$ cat src/cpa_pkg.sv
package cpa_pkg;

  localparam int QUEUE_DEPTH_DEF   = 16;
  localparam int HOST_KEY_BITS_DEF = 16;
  localparam int TAG_BITS_DEF      = 8;
  localparam int CONN_BITS         = 8;
  localparam int LIMIT_BITS        = 8;
  localparam int COUNT_BITS        = 8;

  localparam logic [LIMIT_BITS-1:0] POOL_LIMIT_RESET = 8'd10;

  typedef enum logic [2:0] {
    OUT_QUEUED     = 3'd0,
    OUT_OPEN_NEW   = 3'd1,
    OUT_HANDOVER   = 3'd2,
    OUT_CLOSED     = 3'd3,
    OUT_CLOSE_OPEN = 3'd4,
    OUT_QUEUE_FULL = 3'd5,
    OUT_REL_ERROR  = 3'd6
  } outcome_e;

  typedef enum logic [4:0] {
    S_IDLE   = 5'b00001,
    S_DECIDE = 5'b00010,
    S_SEARCH = 5'b00100,
    S_SHIFT  = 5'b01000,
    S_FINISH = 5'b10000
  } state_e;

  localparam logic ACT_REQUEST = 1'b0;
  localparam logic ACT_RELEASE = 1'b1;

endpackage

$ cat src/cpa_ram.sv
module cpa_ram #(
  parameter int WIDTH = 24,
  parameter int DEPTH = 16,
  localparam int AW   = (DEPTH > 1) ? $clog2(DEPTH) : 1
) (
  input  logic             clk_i,
  input  logic             we_i,
  input  logic [AW-1:0]    waddr_i,
  input  logic [WIDTH-1:0] wdata_i,
  input  logic [AW-1:0]    raddr_i,
  output logic [WIDTH-1:0] rdata_o
);

  logic [WIDTH-1:0] mem [DEPTH];

  always_ff @(posedge clk_i) begin
    if (we_i) begin
      mem[waddr_i] <= wdata_i;
    end
    rdata_o <= mem[raddr_i];
  end

endmodule

$ cat src/connection_pool_arbiter.sv
// An accepted item is decided, held in the pending-result register, then loaded into the
// output register; no new item is taken until the previous result has been loaded. A release
// with n waiters scans the wait-queue RAM one entry per cycle up to the match, then compacts
// the entries behind it one per cycle; with no match it scans all n and compacts n-1. The
// single read port sets that pace. Reset (async, active low) clears in-use count, occupancy
// and output valid, sets the pool limit to 10; RAM is not cleared.
module connection_pool_arbiter
  import cpa_pkg::*;
#(
  parameter int QUEUE_DEPTH   = QUEUE_DEPTH_DEF,
  parameter int HOST_KEY_BITS = HOST_KEY_BITS_DEF,
  parameter int TAG_BITS      = TAG_BITS_DEF
) (
  input  logic                     clk_i,
  input  logic                     rst_ni,

  input  logic                     cfg_valid_i,
  output logic                     cfg_ready_o,
  input  logic [LIMIT_BITS-1:0]    cfg_data_i,

  input  logic                     in_valid_i,
  output logic                     in_stall_o,
  input  logic                     action_i,
  input  logic [HOST_KEY_BITS-1:0] host_key_i,
  input  logic [TAG_BITS-1:0]      request_tag_i,
  input  logic [CONN_BITS-1:0]     conn_id_i,

  output logic                     out_valid_o,
  input  logic                     out_stall_i,
  output logic [2:0]               outcome_o,
  output logic [TAG_BITS-1:0]      out_tag_o,
  output logic [HOST_KEY_BITS-1:0] out_host_key_o,
  output logic [CONN_BITS-1:0]     out_conn_id_o
);

  localparam int EW = HOST_KEY_BITS + TAG_BITS;
  localparam int AW = (QUEUE_DEPTH > 1) ? $clog2(QUEUE_DEPTH) : 1;
  localparam int CW = $clog2(QUEUE_DEPTH + 1);

  state_e state_q, state_d;

  logic [LIMIT_BITS-1:0] limit_q;
  logic [COUNT_BITS-1:0] in_use_q, in_use_d;
  logic [CW-1:0]         occ_q, occ_d;
  logic [CW-1:0]         idx_q, idx_d;

  // latched transaction
  logic                     act_q;
  logic [HOST_KEY_BITS-1:0] host_q;
  logic [TAG_BITS-1:0]      tag_q;
  logic [CONN_BITS-1:0]     conn_q;

  // oldest waiter, captured during the scan
  logic [HOST_KEY_BITS-1:0] head_host_q, head_host_d;
  logic [TAG_BITS-1:0]      head_tag_q, head_tag_d;

  // pending result
  outcome_e                 res_outcome_q, res_outcome_d;
  logic [TAG_BITS-1:0]      res_tag_q, res_tag_d;
  logic [HOST_KEY_BITS-1:0] res_host_q, res_host_d;
  logic [CONN_BITS-1:0]     res_conn_q, res_conn_d;

  // output register
  logic                     out_valid_q, out_valid_d;
  outcome_e                 out_outcome_q;
  logic [TAG_BITS-1:0]      out_tag_q;
  logic [HOST_KEY_BITS-1:0] out_host_q;
  logic [CONN_BITS-1:0]     out_conn_q;
  logic                     out_load;

  logic          ram_we;
  logic [AW-1:0] ram_waddr, ram_raddr;
  logic [EW-1:0] ram_wdata, ram_rdata;

  logic [HOST_KEY_BITS-1:0] ent_host;
  logic [TAG_BITS-1:0]      ent_tag;
  logic [CW-1:0]            idx_p1, idx_m1, occ_m1, pos, pos_p1;
  logic                     in_acc;

  cpa_ram #(
    .WIDTH(EW),
    .DEPTH(QUEUE_DEPTH)
  ) u_queue_ram (
    .clk_i  (clk_i),
    .we_i   (ram_we),
    .waddr_i(ram_waddr),
    .wdata_i(ram_wdata),
    .raddr_i(ram_raddr),
    .rdata_o(ram_rdata)
  );

  assign cfg_ready_o = 1'b1;
  assign in_stall_o  = (state_q != S_IDLE);
  assign in_acc      = in_valid_i && !in_stall_o;

  assign ent_host = ram_rdata[EW-1:TAG_BITS];
  assign ent_tag  = ram_rdata[TAG_BITS-1:0];
  assign idx_p1   = idx_q + CW'(1);
  assign idx_m1   = idx_q - CW'(1);
  assign occ_m1   = occ_q - CW'(1);
  assign pos      = (ent_host == host_q) ? idx_q : '0;
  assign pos_p1   = pos + CW'(1);

  assign out_load = (state_q == S_FINISH) && (!out_valid_q || !out_stall_i);

  always_comb begin
    state_d       = state_q;
    in_use_d      = in_use_q;
    occ_d         = occ_q;
    idx_d         = idx_q;
    head_host_d   = head_host_q;
    head_tag_d    = head_tag_q;
    res_outcome_d = res_outcome_q;
    res_tag_d     = res_tag_q;
    res_host_d    = res_host_q;
    res_conn_d    = res_conn_q;
    ram_we        = 1'b0;
    ram_waddr     = occ_q[AW-1:0];
    ram_wdata     = {host_q, tag_q};
    ram_raddr     = '0;

    unique case (state_q)
      S_IDLE: begin
        if (in_acc) begin
          state_d = S_DECIDE;
        end
      end

      S_DECIDE: begin
        res_tag_d  = '0;
        res_host_d = '0;
        res_conn_d = '0;
        state_d    = S_FINISH;
        if (act_q == ACT_REQUEST) begin
          res_tag_d = tag_q;
          if (in_use_q < limit_q) begin
            in_use_d      = in_use_q + COUNT_BITS'(1);
            res_outcome_d = OUT_OPEN_NEW;
            res_host_d    = host_q;
          end else if (occ_q < CW'(QUEUE_DEPTH)) begin
            ram_we        = 1'b1;
            occ_d         = occ_q + CW'(1);
            res_outcome_d = OUT_QUEUED;
          end else begin
            res_outcome_d = OUT_QUEUE_FULL;
          end
        end else if (in_use_q == '0) begin
          res_outcome_d = OUT_REL_ERROR;
        end else if (occ_q != '0) begin
          ram_raddr = '0;
          idx_d     = '0;
          state_d   = S_SEARCH;
        end else begin
          in_use_d      = in_use_q - COUNT_BITS'(1);
          res_outcome_d = OUT_CLOSED;
          res_conn_d    = conn_q;
        end
      end

      S_SEARCH: begin
        if (idx_q == '0) begin
          head_host_d = ent_host;
          head_tag_d  = ent_tag;
        end
        if ((ent_host == host_q) || (idx_q == occ_m1)) begin
          res_conn_d = conn_q;
          if (ent_host == host_q) begin
            res_outcome_d = OUT_HANDOVER;
            res_tag_d     = ent_tag;
            res_host_d    = host_q;
          end else begin
            res_outcome_d = OUT_CLOSE_OPEN;
            res_tag_d     = (idx_q == '0) ? ent_tag : head_tag_q;
            res_host_d    = (idx_q == '0) ? ent_host : head_host_q;
          end
          // compact the entries behind the taken one
          if (pos_p1 < occ_q) begin
            ram_raddr = pos_p1[AW-1:0];
            idx_d     = pos_p1;
            state_d   = S_SHIFT;
          end else begin
            occ_d   = occ_m1;
            state_d = S_FINISH;
          end
        end else begin
          ram_raddr = idx_p1[AW-1:0];
          idx_d     = idx_p1;
        end
      end

      S_SHIFT: begin
        ram_we    = 1'b1;
        ram_waddr = idx_m1[AW-1:0];
        ram_wdata = ram_rdata;
        if (idx_p1 < occ_q) begin
          ram_raddr = idx_p1[AW-1:0];
          idx_d     = idx_p1;
        end else begin
          occ_d   = occ_m1;
          state_d = S_FINISH;
        end
      end

      S_FINISH: begin
        if (out_load) begin
          state_d = S_IDLE;
        end
      end

      default: begin
        state_d = S_IDLE;
      end
    endcase
  end

  always_comb begin
    out_valid_d = out_valid_q && out_stall_i;
    if (out_load) begin
      out_valid_d = 1'b1;
    end
  end

  always_ff @(posedge clk_i or negedge rst_ni) begin
    if (!rst_ni) begin
      state_q     <= S_IDLE;
      limit_q     <= POOL_LIMIT_RESET;
      in_use_q    <= '0;
      occ_q       <= '0;
      idx_q       <= '0;
      out_valid_q <= 1'b0;
    end else begin
      state_q     <= state_d;
      in_use_q    <= in_use_d;
      occ_q       <= occ_d;
      idx_q       <= idx_d;
      out_valid_q <= out_valid_d;
      if (cfg_valid_i && cfg_ready_o) begin
        limit_q <= cfg_data_i;
      end
    end
  end

  always_ff @(posedge clk_i) begin
    if (in_acc) begin
      act_q  <= action_i;
      host_q <= host_key_i;
      tag_q  <= request_tag_i;
      conn_q <= conn_id_i;
    end
    head_host_q   <= head_host_d;
    head_tag_q    <= head_tag_d;
    res_outcome_q <= res_outcome_d;
    res_tag_q     <= res_tag_d;
    res_host_q    <= res_host_d;
    res_conn_q    <= res_conn_d;
    if (out_load) begin
      out_outcome_q <= res_outcome_q;
      out_tag_q     <= res_tag_q;
      out_host_q    <= res_host_q;
      out_conn_q    <= res_conn_q;
    end
  end

  assign out_valid_o    = out_valid_q;
  assign outcome_o      = out_outcome_q;
  assign out_tag_o      = out_tag_q;
  assign out_host_key_o = out_host_q;
  assign out_conn_id_o  = out_conn_q;

  a_occ_bound: assert property (@(posedge clk_i) disable iff (!rst_ni)
    occ_q <= CW'(QUEUE_DEPTH))
    else $error("wait queue occupancy above depth");

  a_search_idx: assert property (@(posedge clk_i) disable iff (!rst_ni)
    (state_q == S_SEARCH) |-> (idx_q < occ_q))
    else $error("scan index past occupancy");

  a_shift_idx: assert property (@(posedge clk_i) disable iff (!rst_ni)
    (state_q == S_SHIFT) |-> ((idx_q < occ_q) && (idx_q != '0)))
    else $error("compaction index out of range");

  a_shift_count: assert property (@(posedge clk_i) disable iff (!rst_ni)
    (state_q == S_SHIFT) |=> $stable(in_use_q))
    else $error("in-use count changed during compaction");

  a_rel_error: assert property (@(posedge clk_i) disable iff (!rst_ni)
    ((state_q == S_DECIDE) && (act_q == ACT_RELEASE) && (in_use_q == '0))
      |=> ($stable(occ_q) && (res_outcome_q == OUT_REL_ERROR)))
    else $error("release at zero count touched the queue");

endmodule
$ cat config.mk
export PLATFORM = sky130hd
export DESIGN_NAME = connection_pool_arbiter
export DESIGN_NICKNAME = d
export VERILOG_FILES = /design/src/cpa_pkg.sv /design/src/cpa_ram.sv /design/src/connection_pool_arbiter.sv
export SDC_FILE = /design/constraint.sdc
export NUM_CORES = 1
export LEC_CHECK = 0
export ABC_AREA = 0
export BUFFER_PORTS_ARGS = -buffer_cell sky130_fd_sc_hd__buf_2
export CAP_MARGIN = 10
export CORE_ASPECT_RATIO = 1.25
export CORE_MARGIN = 10
export CORE_UTILIZATION = 60
export DETAILED_ROUTE_END_ITERATION = 10
export PLACE_DENSITY = 0.78
export SLEW_MARGIN = 20
export SYNTH_ARGS = -nofsm -noshare
export SYNTH_HDL_FRONTEND = slang
export SYNTH_SLANG_ARGS = --single-unit
$ cat constraint.sdc
create_clock -name clk_i -period 14.2 [get_ports clk_i]
set_clock_uncertainty 0.05 [all_clocks]
set_input_delay 2.13 -clock clk_i [delete_from_list [all_inputs] [get_ports clk_i]]
set_output_delay 2.13 -clock clk_i [all_outputs]
set_load 0.01 [all_outputs]
# Word-level counts from Yosys, hierarchy flattened
# Memory sizes are Yosys's and may differ from the RTL's. A register that Yosys moved wholly into a read port is not among the register bits.
# Index checks and enable logic that the tools add are counted.
dict set report totals {
  mem_bits_rw 384
  input_bits 46
  rom_bits 0
  ff_bits 159
  latchBits 0
  wordCells 141
  mem_count 1
  output_inout_bits 38
}
dict set report op_classes {
  n_bitwise 0
  n_eq_ne 24
  addsub 7
  shifts 0
  n_div 0
  n_mul 0
  muxes 65
  reduce_logical 20
  order_cmp 4
}
# name words width read_ports rd_ports_with_merged_regs write_ports line
set memory_table {}
lappend memory_table {u_queue_ram.mem 16 24 1 1 1 cpa_ram.sv:14} ;# logic [WIDTH-1:0] mem [DEPTH];
# op n
set op_table {}
lappend op_table {{$mux 5} 21}
lappend op_table {{$mux 8} 12}
lappend op_table {{$mux 16} 5}
lappend op_table {{$pmux 16 s2} 1}
lappend op_table {{$pmux 8 s2} 2}
lappend op_table {{$pmux 5 s3} 2}
lappend op_table {{$ne 2x2->1 const B} 14}
lappend op_table {{$pmux 5 s5} 1}
lappend op_table {{$mux 24} 1}
lappend op_table {{$mux 3} 7}
lappend op_table {{$eq 16x16->1} 1}
lappend op_table {{$mux 4} 4}
lappend op_table {{$add 5x1->5 const B} 3}
lappend op_table {{$lt 5x5->1} 2}
lappend op_table {{$add 8x1->8 const B} 1}
lappend op_table {{$logic_not 8->1} 1}
lappend op_table {{$lt 8x8->1} 1}
lappend op_table {{$pmux 4 s2} 1}
lappend op_table {{$reduce_and 4->1} 2}
lappend op_table {{$sub 8x1->8 const B} 1}
lappend op_table {{$reduce_and 7->1} 1}
lappend op_table {{$mux 1} 6}
lappend op_table {{$pmux 3 s2} 1}
lappend op_table {{$reduce_and 6->1} 1}
lappend op_table {{22 further kinds} 28}

# Logic depth before layout (Yosys ltp)
# Gate-level depths: netlist of the first run.
dict set report logic_depth {
  word_depth 7
  mapped_depth 23
}

# Modules after synthesis
# From an unflattened synthesis of the first run, not the netlist that was laid out.
dict set report unflattened {
  cells_unflattened 1246
  hier_area_um2 22514.1
}
# mod instances cells_per_inst seq_area_each_um2 area_each_um2
set modules_own_cells {}
lappend modules_own_cells {cpa_ram 1 636 12011.5 14930.6}
lappend modules_own_cells {connection_pool_arbiter 1 610 4618.2 7583.5}

# Worst setup path after synthesis of the first run
# OpenSTA, ideal clock, no wires.
dict set report synth_timing {
  kind {register to register}
  from {reg occ_q[0]}
  to {reg res_outcome_q[0] (enable)}
  required_ns 13.840
  arrival_ns 4.584
  stages_incl_launch_ff 10
  n_path_buf 1
  setup_slack_ns 9.256
  setup_ns 0.310
  path_cell_list {dfrtp_1 > inv_1 > ha_1 > nor2b_1 > or3_1 > a311o_1 > buf_2 > and2_1 > o21ai_0 > and2_1}
}
dict set report synth_between {
  elab_chain_cells 5
  word_cells_on_any_way 7
  classes_between {add/sub: 1; eq/ne: 3; reduce/logical: 3}
}
# item line
set synth_lines {}
lappend synth_lines {{from (decl)} connection_pool_arbiter.sv:44} ;# logic [CW-1:0] occ_q, occ_d;
lappend synth_lines {{from (signal assigned)} connection_pool_arbiter.sv:228} ;# occ_q <= '0;
lappend synth_lines {{from (signal assigned)} connection_pool_arbiter.sv:234} ;# occ_q <= occ_d;
lappend synth_lines {{$sub 5x1->5} connection_pool_arbiter.sv:100} ;# assign occ_m1 = occ_q - CW'(1);
lappend synth_lines {{$eq 5x5->1} connection_pool_arbiter.sv:165} ;# if ((ent_host == host_q) || (idx_q == occ_m1)) begin
lappend synth_lines {{$logic_or 1x1->1} connection_pool_arbiter.sv:165}
lappend synth_lines {{$ne 2x2->1 (no line)} n/a}
lappend synth_lines {{$reduce_and 3->1 (no line) (*)} n/a}
lappend synth_lines {{to (signal assigned)} connection_pool_arbiter.sv:252} ;# res_outcome_q <= res_outcome_d;
lappend synth_lines {{to (decl)} connection_pool_arbiter.sv:58} ;# outcome_e res_outcome_q, res_outcome_d;
# Every way passes the cells marked *; elsewhere a longest branch is shown, timed or not.
# A chain may end at the register's enable or synchronous reset.

# Worst setup path after layout of the first run
dict set report layout_timing {
  from {reg u_queue_ram.rdata_o[10], read port of u_queue_ram.mem}
  to {reg u_queue_ram.rdata_o[8], read port of u_queue_ram.mem}
}
dict set report layout_between {
  elab_chain_cells 7
  word_cells_on_any_way 8
  classes_between {add/sub: 1; order compare: 1; eq/ne: 1; mux: 4; reduce/logical: 1}
}
# item line
set layout_lines {}
lappend layout_lines {{from (decl)} cpa_ram.sv:11} ;# output logic [WIDTH-1:0] rdata_o
lappend layout_lines {{$eq 16x16->1 (*)} {connection_pool_arbiter.sv:101, connection_pool_arbiter.sv:165}}
lappend layout_lines {{$mux 5} connection_pool_arbiter.sv:101} ;# assign pos = (ent_host == host_q) ? idx_q : '0;
lappend layout_lines {{$add 5x1->5} connection_pool_arbiter.sv:102} ;# assign pos_p1 = pos + CW'(1);
lappend layout_lines {{$lt 5x5->1} connection_pool_arbiter.sv:177} ;# if (pos_p1 < occ_q) begin
lappend layout_lines {{$mux 4} connection_pool_arbiter.sv:177}
lappend layout_lines {{$mux 4 (*)} connection_pool_arbiter.sv:165}
lappend layout_lines {{$pmux 4 s2 (*)} connection_pool_arbiter.sv:122} ;# unique case (state_q)
# Marks and branches as above.

==> results.cfg, run 1 <==
[logic_synthesis]
synth-compound-area-share_pct = 8.67
postSynthAreaPerCell_um2 = 14.8
yosysSeqAreaShare_pct = 70.0
synth_xor_xnor_area_share_pct = 1.48
postSynth.asyncResetShare_pct = 5.64
synth-warning-count = 0
postSynthNetCount = 1686
mappedNetlistArea_um2 = 23700
synth.distinct_cells = 65
synth_top_flop_cell = sky130_fd_sc_hd__edfxtp_1
post_synth_adder_cell_area_pct = 1.61
post_synthesis_cell_count = 1610
largest_family_of_logic_cells_by_synthesized_area = compound AO/OA/AOI/OAI gates
synth_edf_count = 511
synth-simple-area-share_pct = 7.20
seq_cells_post_synth = 567
muxShareOfSynthArea_pct = 7.45

[floorplanning]
num_rows = 81
floorplan.io_pins = 84
fp.dieH_um = 242
fp.dieW_um = 198
floorplan.initialDensity_pct = 60.7
fp.dieArea_um2 = 48000
core_area_um2 = 39100

[power]
cellLeakagePower_nw = 9.75
ir_drop_v = 0.000115
power_density_nw_per_um2 = 159

[timing]
fin_ws_ps = 6300
finalHoldViolCount = 0
setup_viol = 0
relSlewSlack_pct = 27.0
max_slew.worst_pin.slew_ps = 1090
finalCritPeriodShare_pct = 55.6
totalNegativeSetupSlack_ps = 0
hold-worst-slack_ps = 369
grt_setup_unrepaired = no
fmax_ghz = 0.127
period_minus_slack_ps = 7900
slew_violations = 0

[drt]
detailedRoute.firstPassIterationCount = 5
via_per_inst = 6.49
final_antenna_net_count = 0
routedWlPerCell_um = 25.7
drcViolationCount = 0
drt-total-wl_um = 57100
drc_violation_total_after_the_first_tritonroute_iteration = 1577
via_count = 14400

[finish]
antenna_cells = 0
layout.nets = 1761
area_growth_syn_to_layout_pct = 11.5
reg_area_um2 = 16600
drive_gt1_share_pct = 21.8
layout.core_utilization_pct = 67.7
n_fill_cell = 2556
multi_input_comb_area_um2 = 6380

[cts]
tritoncts = yes
clk-insertion-delay-late_ps = 590
clockRootBuffer = sky130_fd_sc_hd__clkbuf_16
cts_inserted_buffers = 51
postCtsSetupBuffers = 0
cts.path.max_buffers = 3
post_cts.resized_instances = 0
postCtsHoldBufs = 0
htreeDepth = 2
cts.reportedPaths.clkPinSlew_ps = 70
cts.sinks = 567

[grt]
grt_max_degree = 82
met2_usage_pct = 38.5
grtUsageMet3_pct = 3.85
grt_antenna_before_repair = 1
gr-max-usage-layer = met2
grt_pass1_wl_um = 87200
grt_util_met1_pct = 31.0
first_global_vias = 14400
grt-ovfl-total = 0
grtUsageTotal_pct = 23.6

[setup_path]
worstPathArrival_ps = 8320
crit_path_launch_type = flop
crit_fanout = 81
critPathKind = reg2reg
kind_of_capture_point_of_the_worst_setup_path = flop
cp_required_ps = 14620

[place]
detailed_placer_s_ending_hpwl_um = 33300
dpl_worst_slack_ps = 6460
finalWeightedCongestion = 0.920
numPortBuffers = 82

[hold_path]
worstHoldPathType = reg2reg

[status]
result_of_the_run = completed

[flow_run]
max_cap_viol_count = 0
[Yosys cell counts, types with 3 or more instances]
cell	count	area share (%)
sky130_fd_sc_hd__dfrtp_1	29	3.1
sky130_fd_sc_hd__mux4_2	4	0.38
sky130_fd_sc_hd__dfxtp_1	24	2.0
sky130_fd_sc_hd__dfstp_2	3	0.33
sky130_fd_sc_hd__xnor2_1	17	0.63
sky130_fd_sc_hd__inv_1	103	1.6
sky130_fd_sc_hd__a21oi_1	58	1.2
sky130_fd_sc_hd__and2_1	11	0.29
sky130_fd_sc_hd__xor2_1	23	0.85
sky130_fd_sc_hd__nand4_1	7	0.18
sky130_fd_sc_hd__edfxtp_1	511	65
sky130_fd_sc_hd__buf_2	14	0.30
sky130_fd_sc_hd__buf_6	8	0.38
sky130_fd_sc_hd__nor2_1	31	0.49
sky130_fd_sc_hd__nand3_1	98	2.1
sky130_fd_sc_hd__o211a_1	3	0.13
sky130_fd_sc_hd__ha_1	29	1.5
sky130_fd_sc_hd__buf_1	4	0.063
sky130_fd_sc_hd__nor3_1	11	0.23
sky130_fd_sc_hd__nand2b_1	5	0.13
sky130_fd_sc_hd__a21o_1	10	0.32
sky130_fd_sc_hd__nor2b_1	3	0.079
sky130_fd_sc_hd__a22o_1	4	0.15
sky130_fd_sc_hd__o211ai_1	9	0.28
sky130_fd_sc_hd__nand2_1	106	1.7
sky130_fd_sc_hd__clkbuf_1	69	1.1
sky130_fd_sc_hd__mux2i_1	35	1.5
sky130_fd_sc_hd__nand3b_1	4	0.13
sky130_fd_sc_hd__a211oi_1	6	0.19
sky130_fd_sc_hd__nor4_1	10	0.26
sky130_fd_sc_hd__and3_1	4	0.11
sky130_fd_sc_hd__a32o_1	16	0.67
sky130_fd_sc_hd__o22ai_1	45	1.2
sky130_fd_sc_hd__or3_1	3	0.079
sky130_fd_sc_hd__o221ai_1	80	3.0
sky130_fd_sc_hd__buf_4	3	0.095
sky130_fd_sc_hd__nor4_2	20	1.1
sky130_fd_sc_hd__mux2_2	118	5.6
sky130_fd_sc_hd__o21ai_0	33	0.70
[critical path: stages (launching register included)]
cell	delay (ps)
sky130_fd_sc_hd__dfxtp_1	480
sky130_fd_sc_hd__xor2_1	120
sky130_fd_sc_hd__nor4_1	480
sky130_fd_sc_hd__nand4_1	620
sky130_fd_sc_hd__buf_4	460
sky130_fd_sc_hd__nor2_1	140
sky130_fd_sc_hd__ha_1	250
sky130_fd_sc_hd__nand3_1	150
sky130_fd_sc_hd__xor2_1	180
sky130_fd_sc_hd__nor2_1	60
sky130_fd_sc_hd__ha_1	290
sky130_fd_sc_hd__o21ai_0	80
sky130_fd_sc_hd__a21oi_1	230
sky130_fd_sc_hd__or4b_2	180
sky130_fd_sc_hd__buf_4	710
sky130_fd_sc_hd__o211a_4	860
sky130_fd_sc_hd__buf_4	760
sky130_fd_sc_hd__buf_4	800
sky130_fd_sc_hd__mux2_2	430
sky130_fd_sc_hd__o22ai_1	220
sky130_fd_sc_hd__nor4_2	90
[routing by layer]
layer	wire, µm	vias to the layer above
li1	-	6339
met1	22000	7140
met2	27500	796
met3	5340	160
met4	2270	2
met5	12	-
[where the power goes]
| part | switching, mW | leakage [nW] | internal (mW) | total (mW) |
|---|---|---|---|---|
| combinational | 0.441 | 3.66 | 0.248 | 0.689 |
| sequential | 0.0757 | 5.22 | 2.02 | 2.10 |
| clock | 0.602 | 0.863 | 0.826 | 1.43 |
[layout by cell type, fill, tap and decap left out, types with 5 or more instances in the layout]
master and count:
sky130_fd_sc_hd__nand2b_1 5, sky130_fd_sc_hd__o22ai_1 45, sky130_fd_sc_hd__dfrtp_1 29, sky130_fd_sc_hd__a32o_1 16, sky130_fd_sc_hd__and2_1 11, sky130_fd_sc_hd__dfxtp_1 24
sky130_fd_sc_hd__nor3_1 11, sky130_fd_sc_hd__clkbuf_1 9, sky130_fd_sc_hd__nand2_1 106, sky130_fd_sc_hd__ha_1 29, sky130_fd_sc_hd__nand4_1 7, sky130_fd_sc_hd__mux2_2 118
sky130_fd_sc_hd__xor2_1 23, sky130_fd_sc_hd__inv_1 102, sky130_fd_sc_hd__clkinv_1 6, sky130_fd_sc_hd__buf_4 38, sky130_fd_sc_hd__o211ai_1 9, sky130_fd_sc_hd__a211oi_1 6
sky130_fd_sc_hd__buf_2 82, sky130_fd_sc_hd__a21oi_1 57, sky130_fd_sc_hd__o21ai_0 31, sky130_fd_sc_hd__mux2i_1 35, sky130_fd_sc_hd__nor4_1 10, sky130_fd_sc_hd__nor2_2 16
sky130_fd_sc_hd__o221ai_1 80, sky130_fd_sc_hd__nor2_1 14, sky130_fd_sc_hd__clkbuf_16 52, sky130_fd_sc_hd__nor4_2 20, sky130_fd_sc_hd__xnor2_1 17, sky130_fd_sc_hd__bufinv_16 7
sky130_fd_sc_hd__clkinv_2 11, sky130_fd_sc_hd__nand3_1 97, sky130_fd_sc_hd__edfxtp_1 511, sky130_fd_sc_hd__a21o_1 10
[logic make-up after synthesis]
| family | after synthesis |
|---|---|
| flops | 567 |
| simple gates | 325 |
| compound gates | 289 |
| buf+inv | 201 |
| mux | 157 |
| xor+xnor | 40 |
| fa+ha+maj | 30 |
| other cells | 1 |
[metrics by stage]
stage / power [mW] / instances / cell area (µm²)
global route: 4.37 / 2226 / 26500
floorplan: 2.60 / 1610 / 23700
finish: 4.21 / 2226 / 26500
CTS: 4.23 / 2226 / 26500
detailed placement: 2.81 / 2130 / 24700
global placement: 2.78 / 2130 / 24700
[layout make-up]
type                       instances  share of cell area [%]
clock inverter                    31                    1.42
multi-input combinational        842                    24.1
sequential                       567                    62.8
timing repair buffer             120                    2.63
tap                              498                    2.35
clock buffer                      65                    5.25
inverter                         103                    1.46
[state kept, by name, indices dropped and copies added, names as in the netlist, 8 cells and up]
name	cells
u_queue_ram.mem	384
u_queue_ram.rdata_o	24
head_host_q	16
host_q	16
out_host_key_o	16
res_host_q	16
conn_q	8
head_tag_q	8
in_use_q	8
limit_q	8
out_conn_id_o	8
out_tag_o	8
res_conn_q	8
res_tag_q	8
tag_q	8
[final timing paths]
kind,start,to,slack [ps],cells past startpoint
min reg2reg,res_tag_q[5]$_DFFE_PP_,out_tag_o[5]$_DFFE_PP_,370,0
max,u_queue_ram.rdata_o[10]$_DFF_P_,u_queue_ram.rdata_o[8]$_DFF_P_,6300,20
max in group asynchronous,rst_ni,limit_q[0]$_DFFE_PN0P_,12070,1
min,res_tag_q[5]$_DFFE_PP_,out_tag_o[5]$_DFFE_PP_,370,0
min in group asynchronous,rst_ni,in_use_q[3]$_DFFE_PN0P_,1570,1
max reg2reg,u_queue_ram.rdata_o[10]$_DFF_P_,u_queue_ram.rdata_o[8]$_DFF_P_,6300,20
No activity file was read; power rests on OpenSTA's default activity.
==> inputs of run 2 (changes only) <==
--- a/config.mk
+++ b/config.mk
@@ -5,14 +5,14 @@
 export SDC_FILE = /design/constraint.sdc
 export NUM_CORES = 1
 export LEC_CHECK = 0
-export ABC_AREA = 0
+export ABC_AREA = 1
 export BUFFER_PORTS_ARGS = -buffer_cell sky130_fd_sc_hd__buf_2
 export CAP_MARGIN = 10
 export CORE_ASPECT_RATIO = 1.25
 export CORE_MARGIN = 10
-export CORE_UTILIZATION = 60
+export CORE_UTILIZATION = 56
 export DETAILED_ROUTE_END_ITERATION = 10
-export PLACE_DENSITY = 0.78
+export PLACE_DENSITY = 0.76
 export SLEW_MARGIN = 20
 export SYNTH_ARGS = -nofsm -noshare
 export SYNTH_HDL_FRONTEND = slang
==> constraint.sdc (replaced) <==
create_clock -name clk_i -period 6.8 [get_ports clk_i]
set_clock_uncertainty 0.05 [all_clocks]
set_input_delay 1.02 -clock clk_i [delete_from_list [all_inputs] [get_ports clk_i]]
set_output_delay 1.02 -clock clk_i [all_outputs]
set_load 0.01 [all_outputs]
==> run 2 against run 1 <==
  * Wire length increased by 14%
  * Core utilization decreased by 4.9 points
  * Global-route usage decreased by 0.32 points
  * Hold slack got worse by 5.5 ps
  * Largest power group unchanged
  * Synthesized area increased by 7.2%
  * Flip-flop and latch count unchanged
  * Sequential power increased by 130%
  * Power increased by 140%
==> results.cfg, run 2 <==
[grt]
grtUsageMet3_pct = 3.62
grt_util_met1_pct = 28.0
first_global_vias = 17600
gr-max-usage-layer = met2
grt-ovfl-total = 0
grtUsageTotal_pct = 23.3
grt_max_degree = 84
grt_antenna_before_repair = 2
met2_usage_pct = 40.1
grt_pass1_wl_um = 99300

[timing]
setup_viol = 0
hold-worst-slack_ps = 363
totalNegativeSetupSlack_ps = 0
max_slew.worst_pin.slew_ps = 988
slew_violations = 0
period_minus_slack_ps = 5390
fmax_ghz = 0.186
finalCritPeriodShare_pct = 79.2
relSlewSlack_pct = 33.9
finalHoldViolCount = 0
grt_setup_unrepaired = no

[place]
detailed_placer_s_ending_hpwl_um = 38100
finalWeightedCongestion = 0.895
postPlaceCellArea_um2 = 26600
numPortBuffers = 82

[cts]
clk-insertion-delay-late_ps = 600
htreeDepth = 2
cts.reportedPaths.clkPinSlew_ps = 60
cts_inserted_buffers = 51
cts.sinks = 567
postCtsHoldBufs = 0
postCtsSetupBuffers = 0
clockRootBuffer = sky130_fd_sc_hd__clkbuf_16
post_cts.resized_instances = 0
tritoncts = yes
cts.path.max_buffers = 3

[drt]
routedWlPerCell_um = 21.2
drt-total-wl_um = 65100
drcViolationCount = 0
drc_violation_total_after_the_first_tritonroute_iteration = 1975
via_per_inst = 5.87
detailedRoute.firstPassIterationCount = 7
via_count = 18000
final_antenna_net_count = 0

[logic_synthesis]
postSynthNetCount = 2463
muxShareOfSynthArea_pct = 0.162
post_synth_main_area_contributors = sky130_fd_sc_hd__edfxtp_1, sky130_fd_sc_hd__nand3_1, sky130_fd_sc_hd__inv_1
mappedNetlistArea_um2 = 25500
synth_top_flop_cell = sky130_fd_sc_hd__edfxtp_1
largest_family_of_logic_cells_by_synthesized_area = simple AND/OR/NAND/NOR gates
seq_cells_post_synth = 567
post_synthesis_cell_count = 2387
synth_largest_area_cell = sky130_fd_sc_hd__edfxtp_1
post_synth_adder_cell_area_pct = 1.50
yosys.cell_count.top_type = sky130_fd_sc_hd__edfxtp_1
synth-simple-area-share_pct = 20.1
synth_xor_xnor_area_share_pct = 0.791
yosysSeqAreaShare_pct = 65.3
postSynth.asyncResetShare_pct = 5.64
postSynthAreaPerCell_um2 = 10.7
synth_top_cell_area_share_pct = 60.3
synth-warning-count = 0
synth.distinct_cells = 53
synth_edf_count = 511
synth_common_cells = sky130_fd_sc_hd__edfxtp_1, sky130_fd_sc_hd__nand3_1, sky130_fd_sc_hd__inv_1, sky130_fd_sc_hd__nand2_1, sky130_fd_sc_hd__nand3b_1
synth-compound-area-share_pct = 3.52

[floorplanning]
floorplan.io_pins = 84
fp.dieH_um = 258
core_area_um2 = 45100
fp.dieW_um = 211
floorplan.initialDensity_pct = 56.5
num_rows = 87
fp.dieArea_um2 = 54500

[setup_path]
worstPathArrival_ps = 5820
kind_of_capture_point_of_the_worst_setup_path = flop
cp_slowest_cell = sky130_fd_sc_hd__nand2_4
r2r_start = u_queue_ram.rdata_o[14]$_DFF_P_
crit_path_launch_type = flop
worst_path_largest_cell_delay_ps = 620
timing.critical_path.mode_cell = sky130_fd_sc_hd__nand2_1
crit_fanout = 75
critPathKind = reg2reg
cp_required_ps = 7230
critical_path_source = u_queue_ram.rdata_o[14]$_DFF_P_
critPathTopFamily = simple AND/OR/NAND/NOR gates
cp.buffers_inverters = 4

[finish]
drive_gt1_share_pct = 10.9
area_growth_syn_to_layout_pct = 11.1
layout.nets = 2530
final_common_cell = sky130_fd_sc_hd__edfxtp_1
layout.core_utilization_pct = 62.8
largest_reg_flops = 384
antenna_cells = 0
registers.top_by_ff_count = u_queue_ram.mem
top_regs = u_queue_ram.mem: 384 flops, u_queue_ram.rdata_o: 24 flops
post-route-cell-area_um2 = 28300
layout_common_cells = sky130_fd_sc_hd__edfxtp_1, sky130_fd_sc_hd__nand3_1, sky130_fd_sc_hd__inv_1, sky130_fd_sc_hd__nand2_1, sky130_fd_sc_hd__nand3b_1
n_fill_cell = 3371

[hold_path]
hold_start = res_host_q[13]$_DFFE_PP_
worstHoldPathType = reg2reg

[power]
power_density_nw_per_um2 = 363
cellLeakagePower_nw = 11.6
ir_drop_v = 0.000186

[flow_run]
max_cap_viol_count = 0

[status]
result_of_the_run = completed
[run 2: cell types whose count changed after synthesis, moves of 32 or more]
| cell | change |
|---|---|
| sky130_fd_sc_hd__mux2i_1 | -32 |
| sky130_fd_sc_hd__buf_2 | +40 |
| sky130_fd_sc_hd__mux2_2 | -117 |
| sky130_fd_sc_hd__o21ai_0 | +36 |
| sky130_fd_sc_hd__nor2_1 | +61 |
| sky130_fd_sc_hd__nand3b_1 | +92 |
| sky130_fd_sc_hd__clkbuf_1 | -32 |
| sky130_fd_sc_hd__inv_1 | +304 |
| sky130_fd_sc_hd__o22ai_1 | -44 |
| sky130_fd_sc_hd__o221ai_1 | -72 |
| sky130_fd_sc_hd__nand2_1 | +255 |
| sky130_fd_sc_hd__nand3_1 | +356 |
[run 2: logic make-up after synthesis]
| family | count (synthesis) |
|---|---|
| other | 1 |
| AO/OA/AOI/OAI | 151 |
| adder cells (fa/ha/maj) | 30 |
| AND/OR/NAND/NOR | 1067 |
| XOR/XNOR | 23 |
| buffers and inverters | 544 |
| multiplexers | 4 |
| flip-flops | 567 |
[run 2: layout make-up]
| cell class | instances | area, µm² | share of cell area, % |
|---|---|---|---|
| sequential | 567 | 16600 | 58.8 |
| multi-input combinational | 1276 | 6760 | 23.9 |
| inverter | 416 | 1560 | 5.52 |
| clock buffer | 81 | 1500 | 5.31 |
| timing repair buffer | 142 | 938 | 3.32 |
| tap | 578 | 723 | 2.56 |
| clock inverter | 15 | 164 | 0.580 |
[run 2: worst paths after layout]
check	to	slack (ps)	depth (start not counted)
worst max-delay path	u_queue_ram.rdata_o[4]$_DFF_P_	1410	26
worst min-delay path	out_host_key_o[13]$_DFFE_PP_	360	0
worst max register to register	u_queue_ram.rdata_o[4]$_DFF_P_	1410	26
worst min register to register	out_host_key_o[13]$_DFFE_PP_	360	0
max in group asynchronous	idx_q[0]$_DFFE_PN0P_	5810	1
min in group asynchronous	out_valid_o$_DFF_PN0_	430	1
[run 2: power by group]
group / total, mW / switching (mW) / internal, mW
Clock: 2.89 / 1.25 / 1.63
Sequential: 4.81 / 0.226 / 4.58
Combinational: 2.57 / 1.81 / 0.762
[run 2: metal layers]
layer / vias to the layer above / wire length (µm)
met2: 993 / 31900
met3: 199 / 6420
met5: - / 17
li1: 8193 / -
met4: 2 / 3150
met1: 8651 / 23600
[run 2: per-stage QoR]
stage                     power, mW  cells  setup WS [ps]
after floorplan                6.49   2387           2570
after global placement         7.23   2977           1680
after detailed placement       7.35   2977           1540
after CTS                      10.2   3073           1550
after global routing           10.7   3075            981
final                          10.3   3075           1410
==> inputs of run 3 (changes only) <==
--- a/config.mk
+++ b/config.mk
@@ -10,9 +10,9 @@
 export CAP_MARGIN = 10
 export CORE_ASPECT_RATIO = 1.25
 export CORE_MARGIN = 10
-export CORE_UTILIZATION = 56
+export CORE_UTILIZATION = 60
 export DETAILED_ROUTE_END_ITERATION = 10
-export PLACE_DENSITY = 0.76
+export PLACE_DENSITY = 0.77
 export SLEW_MARGIN = 20
 export SYNTH_ARGS = -nofsm -noshare
 export SYNTH_HDL_FRONTEND = slang
==> constraint.sdc (replaced) <==
create_clock -name clk_i -period 5.28 [get_ports clk_i]
set_clock_uncertainty 0.05 [all_clocks]
set_input_delay 0.792 -clock clk_i [delete_from_list [all_inputs] [get_ports clk_i]]
set_output_delay 0.792 -clock clk_i [all_outputs]
set_load 0.01 [all_outputs]
==> run 3 against run 2 <==
  * Worst setup slack got worse by 670 ps
  * Clock power increased by 30%
  * Sequential share of layout area decreased by 0.36 points
  * Critical path depth unchanged
  * Hold slack got worse by 140 ps
==> results.cfg, run 3 (same netlist as run 2, synthesis figures left out) <==
[timing]
max_slew.worst_pin.slew_ps = 1120
finalCritPeriodShare_pct = 85.9
finalHoldViolCount = 0
grt_setup_unrepaired = no
period_minus_slack_ps = 4540
setup_viol = 0
fmax_ghz = 0.220
relSlewSlack_pct = 25.5
totalNegativeSetupSlack_ps = 0
slew_violations = 0

[place]
placed_cells = 2970
numPortBuffers = 82
detailed_placer_s_ending_hpwl_um = 37800
finalWeightedCongestion = 0.934

[grt]
first_global_vias = 17400
grt_pass1_wl_um = 98100
grt_antenna_before_repair = 0
grt-ovfl-total = 0
grt_max_degree = 146
grtUsageTotal_pct = 24.4

[setup_path]
crit_path_launch_type = flop
kind_of_capture_point_of_the_worst_setup_path = flop
worst_path_largest_cell_delay_ps = 450
crit_fanout = 37
worstPathArrival_ps = 4910
timing.critical_path.mode_cell = sky130_fd_sc_hd__nand2_1
cp_slowest_cell = sky130_fd_sc_hd__dfxtp_1
critPathKind = reg2reg
cp_required_ps = 5660

[cts]
postCtsSetupBuffers = 0
post_cts.resized_instances = 0
cts_inserted_buffers = 53
clockRootBuffer = sky130_fd_sc_hd__clkbuf_16
clk-insertion-delay-late_ps = 590
cts.sinks = 567
cts.reportedPaths.clkPinSlew_ps = 70
postCtsHoldBufs = 0
htreeDepth = 2
tritoncts = yes
cts.path.max_buffers = 3

[finish]
registers.top_by_ff_count = u_queue_ram.mem
instances_no_fill = 3070
largest_reg_flops = 384
final_common_cell = sky130_fd_sc_hd__edfxtp_1
layout_common_cells = sky130_fd_sc_hd__edfxtp_1, sky130_fd_sc_hd__nand3_1, sky130_fd_sc_hd__inv_1, sky130_fd_sc_hd__nand2_1, sky130_fd_sc_hd__nand3b_1
area_growth_syn_to_layout_pct = 11.7
layout.nets = 2543
n_fill_cell = 2970
antenna_cells = 0
top_regs = u_queue_ram.mem: 384 flops, u_queue_ram.rdata_o: 24 flops
drive_gt1_share_pct = 11.7

[power]
power_density_nw_per_um2 = 466
cellLeakagePower_nw = 11.7
ir_drop_v = 0.000366

[drt]
drt-total-wl_um = 63800
drcViolationCount = 0
final_antenna_net_count = 0
drc_violation_total_after_the_first_tritonroute_iteration = 2120
via_per_inst = 5.85
routedWlPerCell_um = 20.8
via_count = 18000
detailedRoute.firstPassIterationCount = 6

[floorplanning]
fp.dieH_um = 250
fp.dieArea_um2 = 51100
floorplan.io_pins = 84
fp.dieW_um = 204
num_rows = 84
core_area_um2 = 42000
floorplan.initialDensity_pct = 60.6

[flow_run]
max_cap_viol_count = 0

[hold_path]
worstHoldPathType = in2async

[status]
result_of_the_run = completed
## run 3: cell count changes in the layout (fill, tap and decap cells not counted), moves of 2 or more
| cell | before | now |
|---|---|---|
| sky130_fd_sc_hd__clkinv_8 | 0 | 2 |
| sky130_fd_sc_hd__buf_4 | 55 | 60 |
| sky130_fd_sc_hd__inv_6 | 0 | 2 |
| sky130_fd_sc_hd__buf_12 | 3 | 10 |
| sky130_fd_sc_hd__clkinvlp_4 | 0 | 4 |
| sky130_fd_sc_hd__clkinv_4 | 0 | 5 |
| sky130_fd_sc_hd__clkinv_1 | 1 | 3 |
| sky130_fd_sc_hd__clkbuf_1 | 21 | 11 |
## run 3: where the power goes
| group | total, mW | internal, mW | switching, mW | leakage (nW) |
|---|---|---|---|---|
| Clock | 3.76 | 2.08 | 1.68 | 0.838 |
| Combinational | 3.31 | 0.962 | 2.35 | 5.63 |
| Sequential | 6.19 | 5.91 | 0.282 | 5.22 |
| Total | 13.3 | 8.95 | 4.31 | 11.7 |
## run 3: layout make-up
class	count	area [µm²]	area share (%)
Clock inverter	28	245	0.862
Sequential cell	567	16600	58.4
Inverter	416	1560	5.49
Timing Repair Buffer	153	1090	3.83
Tap cell	559	699	2.46
Clock buffer	71	1480	5.18
Multi-Input combinational cell	1276	6750	23.7
## run 3: final timing paths
check / startpoint / end / slack (ps) / cells after the start
worst max-delay path: u_queue_ram.rdata_o[18]$_DFF_P_ / u_queue_ram.rdata_o[9]$_DFF_P_ / 740 / 26
worst min-delay path: rst_ni / state_q[2]$_DFFE_PN0P_ / 230 / 1
worst max register to register: u_queue_ram.rdata_o[18]$_DFF_P_ / u_queue_ram.rdata_o[9]$_DFF_P_ / 740 / 26
worst min register to register: res_tag_q[2]$_DFFE_PP_ / out_tag_o[2]$_DFFE_PP_ / 370 / 0
max in group asynchronous: rst_ni / idx_q[2]$_DFFE_PN0P_ / 4470 / 1
min in group clk_i: host_key_i[5] / host_q[5]$_DFFE_PP_ / 330 / 1
## run 3: per-stage QoR
step	total power, mW	util, %	hold WS, ps	worst slack (ps)	area, µm²
6_report	13.3	67.7	226	742	28500
3_5_place_dp	9.49	63.5	355	800	26700
3_3_place_gp	9.36	63.5	351	890	26700
5_1_grt	13.8	67.7	290	422	28500
4_1_cts	13.2	67.6	236	789	28400
2_1_floorplan	8.35	-	350	1050	25500
## run 3: worst max-delay path: cells and delay by family (launching register included)
| kind | cells | cell delay, ps |
|---|---|---|
| compound gates | 2 | 370 |
| fa+ha+maj | 2 | 470 |
| buf+inv | 4 | 610 |
| xor+xnor | 1 | 190 |
| simple gates | 17 | 2190 |
| flops | 1 | 450 |
## run 3: routing by layer
metal	track usage (%)	vias up	routed length (µm)
met3	3.38	192	6030
met4	10.4	0	2690
met1	31.3	8567	23800
li1	-	8233	-
met5	0	-	0
met2	40.9	979	31200
